## src/rtl/core/dwpa_pkg.sv

```systemverilog
// dwpa_pkg: shared widths, reset constants and the result record type
// used by the dual wheel period averager; no dependencies
`default_nettype none

package dwpa_pkg;

  localparam int StampW        = 16;
  localparam int PeriodW       = 17;
  localparam int SumW          = 22;
  localparam int DefStoreDepth = 20;
  localparam int FifoDepth     = 8;
  localparam int FifoAw        = $clog2(FifoDepth);
  localparam int CountW        = $clog2(FifoDepth + 1);

  localparam logic [StampW-1:0] TopReset = 16'd60000;

  typedef struct packed {
    logic               wheel_out;
    logic               period_done;
    logic [PeriodW-1:0] new_period;
    logic [PeriodW-1:0] average_period;
  } result_t;

endpackage

`default_nettype wire

```

## src/rtl/core/dwpa_in_if.sv

```systemverilog
// dwpa_in_if: valid/ready channel carrying one capture event
// depends on dwpa_pkg
`default_nettype none

interface dwpa_in_if;
  logic                       valid;
  logic                       ready;
  logic                       wheel;
  logic [dwpa_pkg::StampW-1:0] timestamp;

  modport source (output valid, wheel, timestamp, input ready);
  modport sink   (input valid, wheel, timestamp, output ready);
endinterface

`default_nettype wire

```

## src/rtl/core/dwpa_out_if.sv

```systemverilog
// dwpa_out_if: valid/ready channel carrying one averaged period result
// depends on dwpa_pkg
`default_nettype none

interface dwpa_out_if;
  logic                         valid;
  logic                         ready;
  logic                         wheel_out;
  logic                         period_done;
  logic [dwpa_pkg::PeriodW-1:0] new_period;
  logic [dwpa_pkg::PeriodW-1:0] average_period;

  modport source (output valid, wheel_out, period_done, new_period, average_period,
                  input ready);
  modport sink   (input valid, wheel_out, period_done, new_period, average_period,
                  output ready);
endinterface

`default_nettype wire

```

## src/rtl/core/dwpa_store.sv

```systemverilog
// dwpa_store: per-wheel ring memory of recent periods, registered read,
// entry valid bits cleared at reset, write-to-read forwarding; uses dwpa_pkg
`default_nettype none

module dwpa_store #(
  parameter int STORE_DEPTH = dwpa_pkg::DefStoreDepth,
  parameter int SlotW       = (STORE_DEPTH > 1) ? $clog2(STORE_DEPTH) : 1
) (
  input  wire logic                         clk,
  input  wire logic                         rst,
  input  wire logic                         rd_wheel,
  input  wire logic [SlotW-1:0]             rd_slot,
  output      logic [dwpa_pkg::PeriodW-1:0] rd_data,
  input  wire logic                         wr_en,
  input  wire logic                         wr_wheel,
  input  wire logic [SlotW-1:0]             wr_slot,
  input  wire logic [dwpa_pkg::PeriodW-1:0] wr_data
);

  logic [dwpa_pkg::PeriodW-1:0] mem [2][STORE_DEPTH];
  logic [STORE_DEPTH-1:0]       entry_valid [2];

  logic [dwpa_pkg::PeriodW-1:0] q;
  logic                         q_valid;
  logic                         hit;
  logic [dwpa_pkg::PeriodW-1:0] fwd;

  always_ff @(posedge clk) begin
    if (wr_en) begin
      mem[wr_wheel][wr_slot] <= wr_data;
    end
    q   <= mem[rd_wheel][rd_slot];
    fwd <= wr_data;
  end

  always_ff @(posedge clk) begin
    if (rst) begin
      entry_valid[0] <= '0;
      entry_valid[1] <= '0;
      q_valid        <= 1'b0;
      hit            <= 1'b0;
    end else begin
      if (wr_en) begin
        entry_valid[wr_wheel][wr_slot] <= 1'b1;
      end
      q_valid <= entry_valid[rd_wheel][rd_slot];
      hit     <= wr_en && (wr_wheel == rd_wheel) && (wr_slot == rd_slot);
    end
  end

  // same-edge write wins over the stale array read
  always_comb begin
    if (hit) begin
      rd_data = fwd;
    end else if (q_valid) begin
      rd_data = q;
    end else begin
      rd_data = '0;
    end
  end

endmodule

`default_nettype wire

```

## src/rtl/core/dwpa_div.sv

```systemverilog
// dwpa_div: registered reciprocal multiply giving sum / STORE_DEPTH, truncated
// exact for every sum whose quotient fits in PeriodW bits; uses dwpa_pkg
`default_nettype none

module dwpa_div #(
  parameter int STORE_DEPTH = dwpa_pkg::DefStoreDepth
) (
  input  wire logic                         clk,
  input  wire logic [dwpa_pkg::SumW-1:0]    sum_in,
  output      logic [dwpa_pkg::PeriodW-1:0] quot
);

  localparam int ShiftK = dwpa_pkg::SumW + $clog2(STORE_DEPTH);
  localparam longint unsigned Recip =
    ((64'd1 << ShiftK) + STORE_DEPTH - 1) / STORE_DEPTH;
  localparam int RecipW = dwpa_pkg::SumW + 1;
  localparam int ProdW  = dwpa_pkg::SumW + RecipW;

  localparam logic [RecipW-1:0] RecipM = RecipW'(Recip);

  logic [ProdW-1:0] prod;

  always_ff @(posedge clk) begin
    prod <= ProdW'(sum_in) * ProdW'(RecipM);
  end

  assign quot = prod[ShiftK +: dwpa_pkg::PeriodW];

endmodule

`default_nettype wire

```

## src/rtl/core/dwpa_fifo.sv

```systemverilog
// dwpa_fifo: small result queue in front of the output channel
// uses dwpa_pkg for depth and the result record
`default_nettype none

module dwpa_fifo (
  input  wire logic                        clk,
  input  wire logic                        rst,
  input  wire logic                        push,
  input  wire dwpa_pkg::result_t           push_data,
  input  wire logic                        pop,
  output      dwpa_pkg::result_t           head,
  output      logic [dwpa_pkg::CountW-1:0] count
);

  dwpa_pkg::result_t               mem [dwpa_pkg::FifoDepth];
  logic [dwpa_pkg::FifoAw-1:0]     wr_ptr;
  logic [dwpa_pkg::FifoAw-1:0]     rd_ptr;

  always_ff @(posedge clk) begin
    if (push) begin
      mem[wr_ptr] <= push_data;
    end
  end

  always_ff @(posedge clk) begin
    if (rst) begin
      wr_ptr <= '0;
      rd_ptr <= '0;
      count  <= '0;
    end else begin
      if (push) begin
        wr_ptr <= wr_ptr + 1'b1;
      end
      if (pop) begin
        rd_ptr <= rd_ptr + 1'b1;
      end
      unique case ({push, pop})
        2'b10:   count <= count + 1'b1;
        2'b01:   count <= count - 1'b1;
        default: count <= count;
      endcase
    end
  end

  assign head = mem[rd_ptr];

endmodule

`default_nettype wire

```

## src/rtl/core/dual_wheel_period_averager.sv

```systemverilog
// dual_wheel_period_averager: capture pairs to periods, per-wheel moving average
// depends on dwpa_pkg, dwpa_in_if, dwpa_out_if, dwpa_store, dwpa_div, dwpa_fifo
//
//  channel  | role   | payload                                              | handshake
//  in_ch    | sink   | wheel, timestamp                                     | valid/ready
//  out_ch   | source | wheel_out, period_done, new_period, average_period   | valid/ready
//  cfg      | write  | cfg_wr_data (counter_top)                            | cfg_wr_en
//
// one event per cycle while in_ch.ready is high; a result is registered through the store read,
// the sum update and the divider before it enters the output queue, and can leave on the following edge
// the period store is read one cycle and written back the next, with forwarding
// reset clears entry valid bits at once, so no clearing pass is needed
// the input takes events while fewer than 8 results are in flight or queued
`default_nettype none

module dual_wheel_period_averager #(
  parameter int STORE_DEPTH = dwpa_pkg::DefStoreDepth
) (
  input  wire logic                        clk,
  input  wire logic                        rst,
  input  wire logic                        cfg_wr_en,
  input  wire logic [dwpa_pkg::StampW-1:0] cfg_wr_data,
  dwpa_in_if.sink                          in_ch,
  dwpa_out_if.source                       out_ch
);

  localparam int SlotW  = (STORE_DEPTH > 1) ? $clog2(STORE_DEPTH) : 1;
  localparam int StampW = dwpa_pkg::StampW;
  localparam int PerW   = dwpa_pkg::PeriodW;
  localparam int SumW   = dwpa_pkg::SumW;

  localparam logic [SlotW-1:0] LastSlot = SlotW'(STORE_DEPTH - 1);

  logic [StampW-1:0] counter_top;

  logic              awaiting   [2];
  logic [StampW-1:0] first_stamp[2];
  logic [SlotW-1:0]  slot       [2];
  logic [SumW-1:0]   sum        [2];

  logic              accept;
  logic              w0;
  logic [StampW-1:0] ts0;
  logic [StampW-1:0] first0;
  logic [SlotW-1:0]  slot0;
  logic [PerW-1:0]   up0;
  logic [PerW-1:0]   period0;

  logic              v1, w1, done1;
  logic [PerW-1:0]   period1;
  logic [SlotW-1:0]  slot1;
  logic [PerW-1:0]   old1;
  logic [SumW-1:0]   sum_upd;

  logic              v2, w2, done2;
  logic [PerW-1:0]   period2;
  logic [SumW-1:0]   sum2;

  logic              v3, w3, done3;
  logic [PerW-1:0]   period3;
  logic [PerW-1:0]   quot3;

  dwpa_pkg::result_t             push_data;
  dwpa_pkg::result_t             head;
  logic [dwpa_pkg::CountW-1:0]   fifo_count;
  logic [dwpa_pkg::CountW:0]     occupancy;
  logic                          pop;

  assign occupancy = (dwpa_pkg::CountW + 1)'(fifo_count)
                   + (dwpa_pkg::CountW + 1)'(v1)
                   + (dwpa_pkg::CountW + 1)'(v2)
                   + (dwpa_pkg::CountW + 1)'(v3);
  assign in_ch.ready = occupancy < (dwpa_pkg::CountW + 1)'(dwpa_pkg::FifoDepth);
  assign accept      = in_ch.valid && in_ch.ready;

  assign w0     = in_ch.wheel;
  assign ts0    = in_ch.timestamp;
  assign first0 = first_stamp[w0];
  assign slot0  = slot[w0];

  // wrap through the counter top, clamped at zero
  assign up0 = PerW'(counter_top) + PerW'(ts0) + PerW'(1);
  always_comb begin
    if (ts0 > first0) begin
      period0 = PerW'(ts0 - first0);
    end else if (up0 < PerW'(first0)) begin
      period0 = '0;
    end else begin
      period0 = up0 - PerW'(first0);
    end
  end

  always_ff @(posedge clk) begin
    if (rst) begin
      counter_top <= dwpa_pkg::TopReset;
    end else if (cfg_wr_en) begin
      counter_top <= cfg_wr_data;
    end
  end

  always_ff @(posedge clk) begin
    if (rst) begin
      awaiting[0]    <= 1'b0;
      awaiting[1]    <= 1'b0;
      first_stamp[0] <= '0;
      first_stamp[1] <= '0;
      slot[0]        <= '0;
      slot[1]        <= '0;
    end else if (accept) begin
      if (!awaiting[w0]) begin
        first_stamp[w0] <= ts0;
        awaiting[w0]    <= 1'b1;
      end else begin
        awaiting[w0] <= 1'b0;
        slot[w0]     <= (slot0 == LastSlot) ? '0 : slot0 + 1'b1;
      end
    end
  end

  dwpa_store #(
    .STORE_DEPTH (STORE_DEPTH),
    .SlotW       (SlotW)
  ) u_store (
    .clk      (clk),
    .rst      (rst),
    .rd_wheel (w0),
    .rd_slot  (slot0),
    .rd_data  (old1),
    .wr_en    (v1 && done1),
    .wr_wheel (w1),
    .wr_slot  (slot1),
    .wr_data  (period1)
  );

  // stage 1: read-modify-write of the ring entry and running sum
  always_ff @(posedge clk) begin
    w1      <= w0;
    done1   <= awaiting[w0];
    period1 <= awaiting[w0] ? period0 : '0;
    slot1   <= slot0;
  end

  assign sum_upd = sum[w1] - SumW'(old1) + SumW'(period1);

  always_ff @(posedge clk) begin
    if (rst) begin
      sum[0] <= '0;
      sum[1] <= '0;
    end else if (v1 && done1) begin
      sum[w1] <= sum_upd;
    end
  end

  always_ff @(posedge clk) begin
    w2      <= w1;
    done2   <= done1;
    period2 <= period1;
    sum2    <= done1 ? sum_upd : sum[w1];
  end

  dwpa_div #(
    .STORE_DEPTH (STORE_DEPTH)
  ) u_div (
    .clk    (clk),
    .sum_in (sum2),
    .quot   (quot3)
  );

  always_ff @(posedge clk) begin
    w3      <= w2;
    done3   <= done2;
    period3 <= period2;
  end

  always_ff @(posedge clk) begin
    if (rst) begin
      v1 <= 1'b0;
      v2 <= 1'b0;
      v3 <= 1'b0;
    end else begin
      v1 <= accept;
      v2 <= v1;
      v3 <= v2;
    end
  end

  assign push_data.wheel_out      = w3;
  assign push_data.period_done    = done3;
  assign push_data.new_period     = period3;
  assign push_data.average_period = quot3;

  assign pop = out_ch.valid && out_ch.ready;

  dwpa_fifo u_fifo (
    .clk       (clk),
    .rst       (rst),
    .push      (v3),
    .push_data (push_data),
    .pop       (pop),
    .head      (head),
    .count     (fifo_count)
  );

  assign out_ch.valid          = fifo_count != '0;
  assign out_ch.wheel_out      = head.wheel_out;
  assign out_ch.period_done    = head.period_done;
  assign out_ch.new_period     = head.new_period;
  assign out_ch.average_period = head.average_period;

endmodule

`default_nettype wire

```

## src/flat_wrapper.sv

```systemverilog
// flat-port wrapper written by rule: the top's interface ports become plain ports
module dual_wheel_period_averager_flat 
#(
  parameter int STORE_DEPTH = dwpa_pkg::DefStoreDepth
)
  (clk, rst, cfg_wr_en, cfg_wr_data, in_ch_valid, in_ch_wheel, in_ch_timestamp, in_ch_ready, out_ch_valid, out_ch_wheel_out, out_ch_period_done, out_ch_new_period, out_ch_average_period, out_ch_ready);
  dwpa_in_if in_ch_i ();
  dwpa_out_if out_ch_i ();
  input  wire logic clk;
  input  wire logic rst;
  input  wire logic cfg_wr_en;
  input  wire logic [dwpa_pkg::StampW-1:0] cfg_wr_data;
  input wire logic [$bits(in_ch_i.valid)-1:0] in_ch_valid;
  input wire logic [$bits(in_ch_i.wheel)-1:0] in_ch_wheel;
  input wire logic [$bits(in_ch_i.timestamp)-1:0] in_ch_timestamp;
  output wire logic [$bits(in_ch_i.ready)-1:0] in_ch_ready;
  output wire logic [$bits(out_ch_i.valid)-1:0] out_ch_valid;
  output wire logic [$bits(out_ch_i.wheel_out)-1:0] out_ch_wheel_out;
  output wire logic [$bits(out_ch_i.period_done)-1:0] out_ch_period_done;
  output wire logic [$bits(out_ch_i.new_period)-1:0] out_ch_new_period;
  output wire logic [$bits(out_ch_i.average_period)-1:0] out_ch_average_period;
  input wire logic [$bits(out_ch_i.ready)-1:0] out_ch_ready;
  assign in_ch_i.valid = in_ch_valid;
  assign in_ch_i.wheel = in_ch_wheel;
  assign in_ch_i.timestamp = in_ch_timestamp;
  assign in_ch_ready = in_ch_i.ready;
  assign out_ch_valid = out_ch_i.valid;
  assign out_ch_wheel_out = out_ch_i.wheel_out;
  assign out_ch_period_done = out_ch_i.period_done;
  assign out_ch_new_period = out_ch_i.new_period;
  assign out_ch_average_period = out_ch_i.average_period;
  assign out_ch_i.ready = out_ch_ready;
  dual_wheel_period_averager #(.STORE_DEPTH(STORE_DEPTH)) u_core (.clk(clk), .rst(rst), .cfg_wr_en(cfg_wr_en), .cfg_wr_data(cfg_wr_data), .in_ch(in_ch_i), .out_ch(out_ch_i));
endmodule
```

## config.mk

```make
export PLATFORM = sky130hd
export DESIGN_NAME = dual_wheel_period_averager_flat
export DESIGN_NICKNAME = d
export VERILOG_FILES = /design/src/rtl/core/dwpa_pkg.sv /design/src/rtl/core/dwpa_in_if.sv /design/src/rtl/core/dwpa_out_if.sv /design/src/rtl/core/dwpa_store.sv /design/src/rtl/core/dwpa_div.sv /design/src/rtl/core/dwpa_fifo.sv /design/src/rtl/core/dual_wheel_period_averager.sv /design/src/flat_wrapper.sv
export SDC_FILE = /design/constraint.sdc
export NUM_CORES = 2
export LEC_CHECK = 0
export BUFFER_PORTS_ARGS = -buffer_cell sky130_fd_sc_hd__buf_2
export CAP_MARGIN = 0
export CORE_MARGIN = 2
export CORE_UTILIZATION = 30
export DETAILED_ROUTE_END_ITERATION = 16
export HOLD_SLACK_MARGIN = 0.05
export PLACE_DENSITY = 0.53
export SYNTH_ARGS = -nofsm -noshare
export SYNTH_HDL_FRONTEND = slang
export SYNTH_SLANG_ARGS = --single-unit
```

## constraint.sdc

```tcl
create_clock -name clk -period 5.5 [get_ports clk]
set_input_delay 0.825 -clock clk [delete_from_list [all_inputs] [get_ports clk]]
set_output_delay 0.825 -clock clk [all_outputs]
set_load 0.01 [all_outputs]
```

Yosys cells after proc, flatten, opt, wreduce, memory -nomap -nowiden
Memories as Yosys holds them, arrays and structs flattened. A register that Yosys moved wholly into a read port is not among the register bits.
Cells that the tools add are included.

cells by class
  add/sub/neg operators = 14
  $mul = 1
  order comparisons = 9
  eq/ne operators = 5
  muxes and demuxes = 51
  bitwise logic cells = 3
  reductions and logical operators = 14

operator list
  operator                  count
  $mux W340                 1
  $mux W17                  7
  $bmux W17 S5              1
  $demux W17 S5             1
  $mux W20                  3
  $mul A22 B23 Y44 const B  1
  $mux W22                  2
  $mux W1                   28
  $add A22 B17 Y22          1
  $reduce_or A22 Y1         1
  $sub A22 B17 Y22          1
  $reduce_or A20 Y1         1
  $add A16 B16 Y17          1
  $add A17 B1 Y17 const B   1
  $lt A17 B16 Y1            1
  $sub A16 B16 Y17          1
  $sub A17 B16 Y17          1
  $gt A16 B16 Y1            1
  $mux W16                  1
  $reduce_or A16 Y1         1
  $ge A6 B6 Y1 const B      2
  $lt A5 B6 Y1 const B      2
  $not A5 Y6                2
  $add A5 B1 Y5             2
  24 further kinds          33

storage, ports and cells
  register bits = 176
  RAM bits = 1096
  input bits = 38
  output and inout bits = 38
  memories kept = 7

memory list
  memory                      words  width  rd ports  clocked after Yosys merged registers in  wr ports  line                              RTL
  u_core.u_store.mem          2      340    1         0                                        1         dwpa_store.sv:20                  logic [dwpa_pkg::PeriodW-1:0] mem [2][STORE_DEPTH];
  u_core.u_fifo.mem           8      36     1         1                                        1         dwpa_fifo.sv:15                   dwpa_pkg::result_t mem [dwpa_pkg::FifoDepth];
  u_core.sum                  2      22     1         1                                        2         dual_wheel_period_averager.sv:39  logic [SumW-1:0] sum [2];
  u_core.u_store.entry_valid  2      20     1         0                                        2         dwpa_store.sv:21                  logic [STORE_DEPTH-1:0] entry_valid [2];
  u_core.first_stamp          2      16     1         0                                        2         dual_wheel_period_averager.sv:37  logic [StampW-1:0] first_stamp[2];
  u_core.slot                 2      5      1         0                                        2         dual_wheel_period_averager.sv:38  logic [SlotW-1:0] slot [2];
  +1 memories                 --     --     --        --                                       --        --

Depth between registers and ports, before layout
  word-level depth = 11
  depth in mapped cells = 25

Hierarchy
From an unflattened synthesis, not the netlist that was laid out.

unflattened totals
  cells, all modules = 3688
  area total of the unflattened synthesis = 58551.2 sq um

modules (own cells, without submodules)
  module                      times used  cells an instance  area each (sq um)
  dwpa_store                  1           1396               28646.2
  dwpa_fifo                   1           485                11693.7
  dual_wheel_period_averager  1           993                10375.0
  dwpa_div                    1           814                7836.3

Worst setup path before layout
No wires, ideal clock.

  path kind = reg-to-reg
  start point = register u_core.sum2[14]
  end point = register u_core.u_div.prod[37]
  setup time = 0.119 ns
  arrival = 5.686 ns
  required time = 5.381 ns
  setup slack = -0.305 ns
  cell stages (with the launch flop) = 24
  path buffers = 0
  clock period less this slack = 5.805 ns
  cells stage by stage = dfxtp_1 inv_1 ha_1 inv_1 fa_1 inv_1 fa_1 inv_1 fa_1 inv_1 fa_1 inv_1 fa_1 ha_1 ha_1 nand4_1 or2_2 a211o_1 a31oi_1 nor3_1 o21ai_0 a21o_1 a21oi_1 xnor2_1

between the ends
  cells in the longest elaborated chain, start to end = 1

ends and longest elaborated chain
  element                 line                               RTL
  start, declared         dual_wheel_period_averager.sv:57   logic [SumW-1:0] sum2;
  start signal, assigned  dual_wheel_period_averager.sv:158  sum2 <= done1 ? sum_upd : sum[w1];
  $mul A22 B23 Y44        dwpa_div.sv:24                     prod <= ProdW'(sum_in) * ProdW'(RecipM);
  end signal, assigned    dwpa_div.sv:24
  end, declared           dwpa_div.sv:21                     logic [ProdW-1:0] prod;

Every way passes these cells.
A chain may end at the register's enable or synchronous reset.

Worst setup path after layout
  start point = register u_core.sum2[11]
  end point = register u_core.u_div.prod[43]

The elaborated chain is that of the path after synthesis.

==> flow_metrics.env <==
export IMPL_status="finished with violations"
export IMPL_failed_checks="DRC, setup timing"
export IMPL_clkTransAtPathRegs_ns=0.06
export IMPL_crit_start="u_core.sum2[11]"
export IMPL_fmax_mhz=172
export IMPL_post_route_util_pct=35.5
export IMPL_grt_max_degree=73
export IMPL_rsz0062_at_grt="yes"
export IMPL_drt_iter0_markers=2110
export IMPL_start_kind="flop"
export IMPL_synth_most_common_cell="edfxtp_1"
export IMPL_synthDominantCellAreaShare_pct=55.9
export IMPL_finalClockSkew_ns=0.0483
export IMPL_dr_pass1_iters=12
export IMPL_cts_tree="done"
export IMPL_ys_types=70
export IMPL_cts_sinks=1248
export IMPL_crit_path_end_kind="flop"
export IMPL_grt_pass1_vias=31700
export IMPL_yosys_warnings=0
export IMPL_initial_core_util_pct=30.2
export IMPL_fin_ws_ns=-0.301
export IMPL_dieWidth_um=439
export IMPL_row_count=159
export IMPL_drc=11
export IMPL_max_stage_delay_ns=0.56
export IMPL_cp_arrival_ns=6.49
export IMPL_clk_latency_ns=0.78
export IMPL_cp_max_fo=3
export IMPL_crit_path_top_delay_cell="fa_2"
export IMPL_io_buffers=75
export IMPL_syn_nets=4021
export IMPL_die_height_um=439
export IMPL_num_io_pins=76
export IMPL_setup_viol=14
export IMPL_wl_mm=139
export IMPL_fin_nets=4358
export IMPL_hold_path_class="in2reg"
export IMPL_hold_viol=0
export IMPL_netlist_area_sq_um=56700
export IMPL_htreeDepth=4
export IMPL_cpMostUsedCell="fa_1"
export IMPL_rrSetupSlack_ns=-0.30
export IMPL_cts_hold_buf=0
export IMPL_via_count=30600
export IMPL_grt_pass1_wl_mm=206
export IMPL_r2r_start="u_core.sum2[11]"
export IMPL_areaGrowthSynthToFinish_pct=17.6
export IMPL_r2r_end="u_core.u_div.prod[43]"
export IMPL_synth_area_per_cell_sq_um=15.9
export IMPL_grtUsageTotal_pct=14.3
export IMPL_cts_root_buf="clkbuf_16"
export IMPL_ant_nets=0
export IMPL_path_cells="inv_2 -> ha_4 -> inv_4 -> fa_2 -> fa_1 -> buf_4 -> fa_1 -> inv_1 -> fa_1 -> inv_2 -> fa_1 -> fa_1 -> ha_4 -> and3_4 -> nand2_2 -> a211o_1 -> a31oi_2 -> buf_6 -> nor3_4 -> o21ai_2 -> a31oi_1 -> o21bai_1 -> xnor2_1"
export IMPL_core_area_sq_um=188000
export IMPL_drive_gt1_share_pct=24.2
export IMPL_worstHoldEndpoint="u_core.counter_top[15]"
export IMPL_yosysSeqAreaShare_pct=62.7
export IMPL_rr_worst_depth=23
export IMPL_clk_path_buf_depth=3
export IMPL_post_drt_wl_per_cell_um=21.3
export IMPL_grt_overflow=0
export IMPL_synthCells=3569
export IMPL_synth_edff_count=1056
export IMPL_hold_slack_ns=0.252
export IMPL_critPathKind="reg2reg"
export IMPL_slew_viol_final=0
export IMPL_hold_depth=2
export IMPL_die_area_sq_um=193000
export IMPL_viasPerCell=4.70
export IMPL_period_needed_ns=5.80
export IMPL_placedCellCount=6256
export IMPL_cp_required_ns=6.19
export IMPL_slew_headroom_pct=23.8
export IMPL_layout_cells_non_filler=6516
export IMPL_synthFlopType="edfxtp_1"
export IMPL_hp_start="cfg_wr_data[15]"
export IMPL_fin_crit_sh_pct=105
export IMPL_synth_seq_cells=1248
export IMPL_synth_area_leader_cell="edfxtp_1"
export IMPL_cts_buffers=136
export IMPL_gp_congestion=0.814
export IMPL_drv_cap=0
export IMPL_synthTopCellsByCount="edfxtp_1 (1056), inv_1 (325), mux4_2 (252), ha_1 (250), nor2_1 (242)"
export IMPL_antenna_found_initial=5
export IMPL_dp_hpwl_mm=90.7
export IMPL_worstMarginPinSlew_ns=1.14
export IMPL_synth_area_top_cells="edfxtp_1 (56%), mux4_2 (10%), dfxtp_1 (6.8%)"
export IMPL_async_flop_share_pct=0
-- cell type report --
cell class,instances,area (sq um)
Antenna cell,1,2.50
Fill cell,18000,121000
Tap cell,2495,3120
Clock inverter,84,847
Multi-Input combinational cell,1866,19900
Inverter,325,1230
Timing Repair Buffer,329,2350
Clock buffer,168,3660
Sequential cell,1248,35600
-- logic make-up (layout without fill, tap and decap cells) --
family | Yosys count | count (layout) | synth area share [%]
xor+xnor | 88 | 88 | 1.36
compound gates | 326 | 326 | 4.01
other cells | 0 | 1 | 0
fa+ha+maj | 414 | 414 | 11.3
simple gates | 661 | 661 | 5.21
flops | 1248 | 1248 | 62.7
mux | 377 | 377 | 12.3
buf+inv | 455 | 906 | 3.13
-- sequential cells by signal, summed over array words and instances (netlist names), 10 cells and up, named ones only --
name / flops
u_core.period2: 17
u_core.u_store.entry_valid: 40
u_core.slot: 10
u_core.counter_top: 16
u_core.sum: 44
u_core.sum2: 22
u_core.u_fifo.mem: 288
u_core.period1: 17
u_core.u_store.q: 17
u_core.u_div.prod: 17
u_core.period3: 17
u_core.u_store.mem: 680
u_core.first_stamp: 32
-- worst max path at each step --
stage,to,slack (ns)
after CTS,u_core.u_div.prod[43],-0.35
after floorplan,u_core.u_div.prod[37],-0.11
final,u_core.u_div.prod[43],-0.30
after global routing,u_core.u_div.prod[43],-0.45
after global placement,u_core.u_div.prod[43],-0.40
after detailed placement,u_core.u_div.prod[43],-0.45
-- metrics by stage --
step	setup TNS, ns	setup slack (ns)	instance area (sq um)
floorplan	-0.151	-0.112	56900
global placement	-4.25	-0.401	61900
detailed placement	-4.75	-0.448	61900
CTS	-2.93	-0.347	66500
global route	-5.12	-0.450	66700
finish	-2.46	-0.301	66700
-- critical path, delay by kind of cell, from the launching register on --
| kind | cells | cell delay, ns |
|---|---|---|
| and+or+nand+nor | 3 | 0.30 |
| buffers and inverters | 6 | 0.50 |
| AOI/OAI and AO/OA | 5 | 0.84 |
| xor gates and xnor gates | 1 | 0.14 |
| adders and majority gates | 8 | 3.59 |
| DFF | 1 | 0.33 |
-- layer usage --
metal	part of all wire (%)	up-vias	track usage (%)
li1	-	14000	-
met5	0	-	0
met1	47	15800	20.1
met3	4.7	167	2.33
met4	2.1	0	3.85
met2	47	665	23.0
-- timing repair --
action                                  CTS  global route
hold endpoints to repair                  0             0
endpoints found under the setup margin   17            17
buffers inserted                          3             6
pin swaps                                33            24
resized for setup                        26            41
-- cells in the final DEF, fill, tap and decap left out, types with 10 or more instances in the layout --
| cell type | synthesis | routed |
|---|---|---|
| a211o_1 | 10 | 10 |
| a211oi_1 | 12 | 12 |
| a21o_1 | 24 | 24 |
| a21oi_1 | 71 | 63 |
| a22o_1 | 32 | 32 |
| a311oi_1 | 21 | 21 |
| a31oi_1 | 25 | 24 |
| and2_1 | 34 | 34 |
| and3_1 | 25 | 23 |
| buf_2 | 38 | 73 |
| buf_4 | 1 | 247 |
| clkbuf_1 | 67 | 23 |
| clkbuf_16 | 0 | 140 |
| clkinv_1 | 0 | 27 |
| clkinv_2 | 0 | 28 |
| dfxtp_1 | 192 | 163 |
| dfxtp_2 | 0 | 25 |
| edfxtp_1 | 1056 | 1056 |
| fa_1 | 164 | 159 |
| ha_1 | 250 | 234 |
| ha_4 | 0 | 13 |
| inv_1 | 325 | 309 |
| inv_2 | 0 | 12 |
| mux2_2 | 43 | 43 |
| mux2i_1 | 82 | 78 |
| mux4_2 | 252 | 252 |
| nand2_1 | 199 | 198 |
| nand2b_1 | 13 | 13 |
| nand3_1 | 58 | 56 |
| nand4_1 | 11 | 11 |
| nor2_1 | 242 | 218 |
| nor2_2 | 0 | 17 |
| nor2b_1 | 25 | 25 |
| nor3_1 | 25 | 17 |
| o21a_1 | 19 | 19 |
| o21ai_0 | 39 | 35 |
| o22ai_1 | 18 | 17 |
| xnor2_1 | 57 | 57 |
| xor2_1 | 31 | 30 |
Power is not shown: default switching activity piles up to over one toggle a cycle in this logic, so the estimate is an artifact.
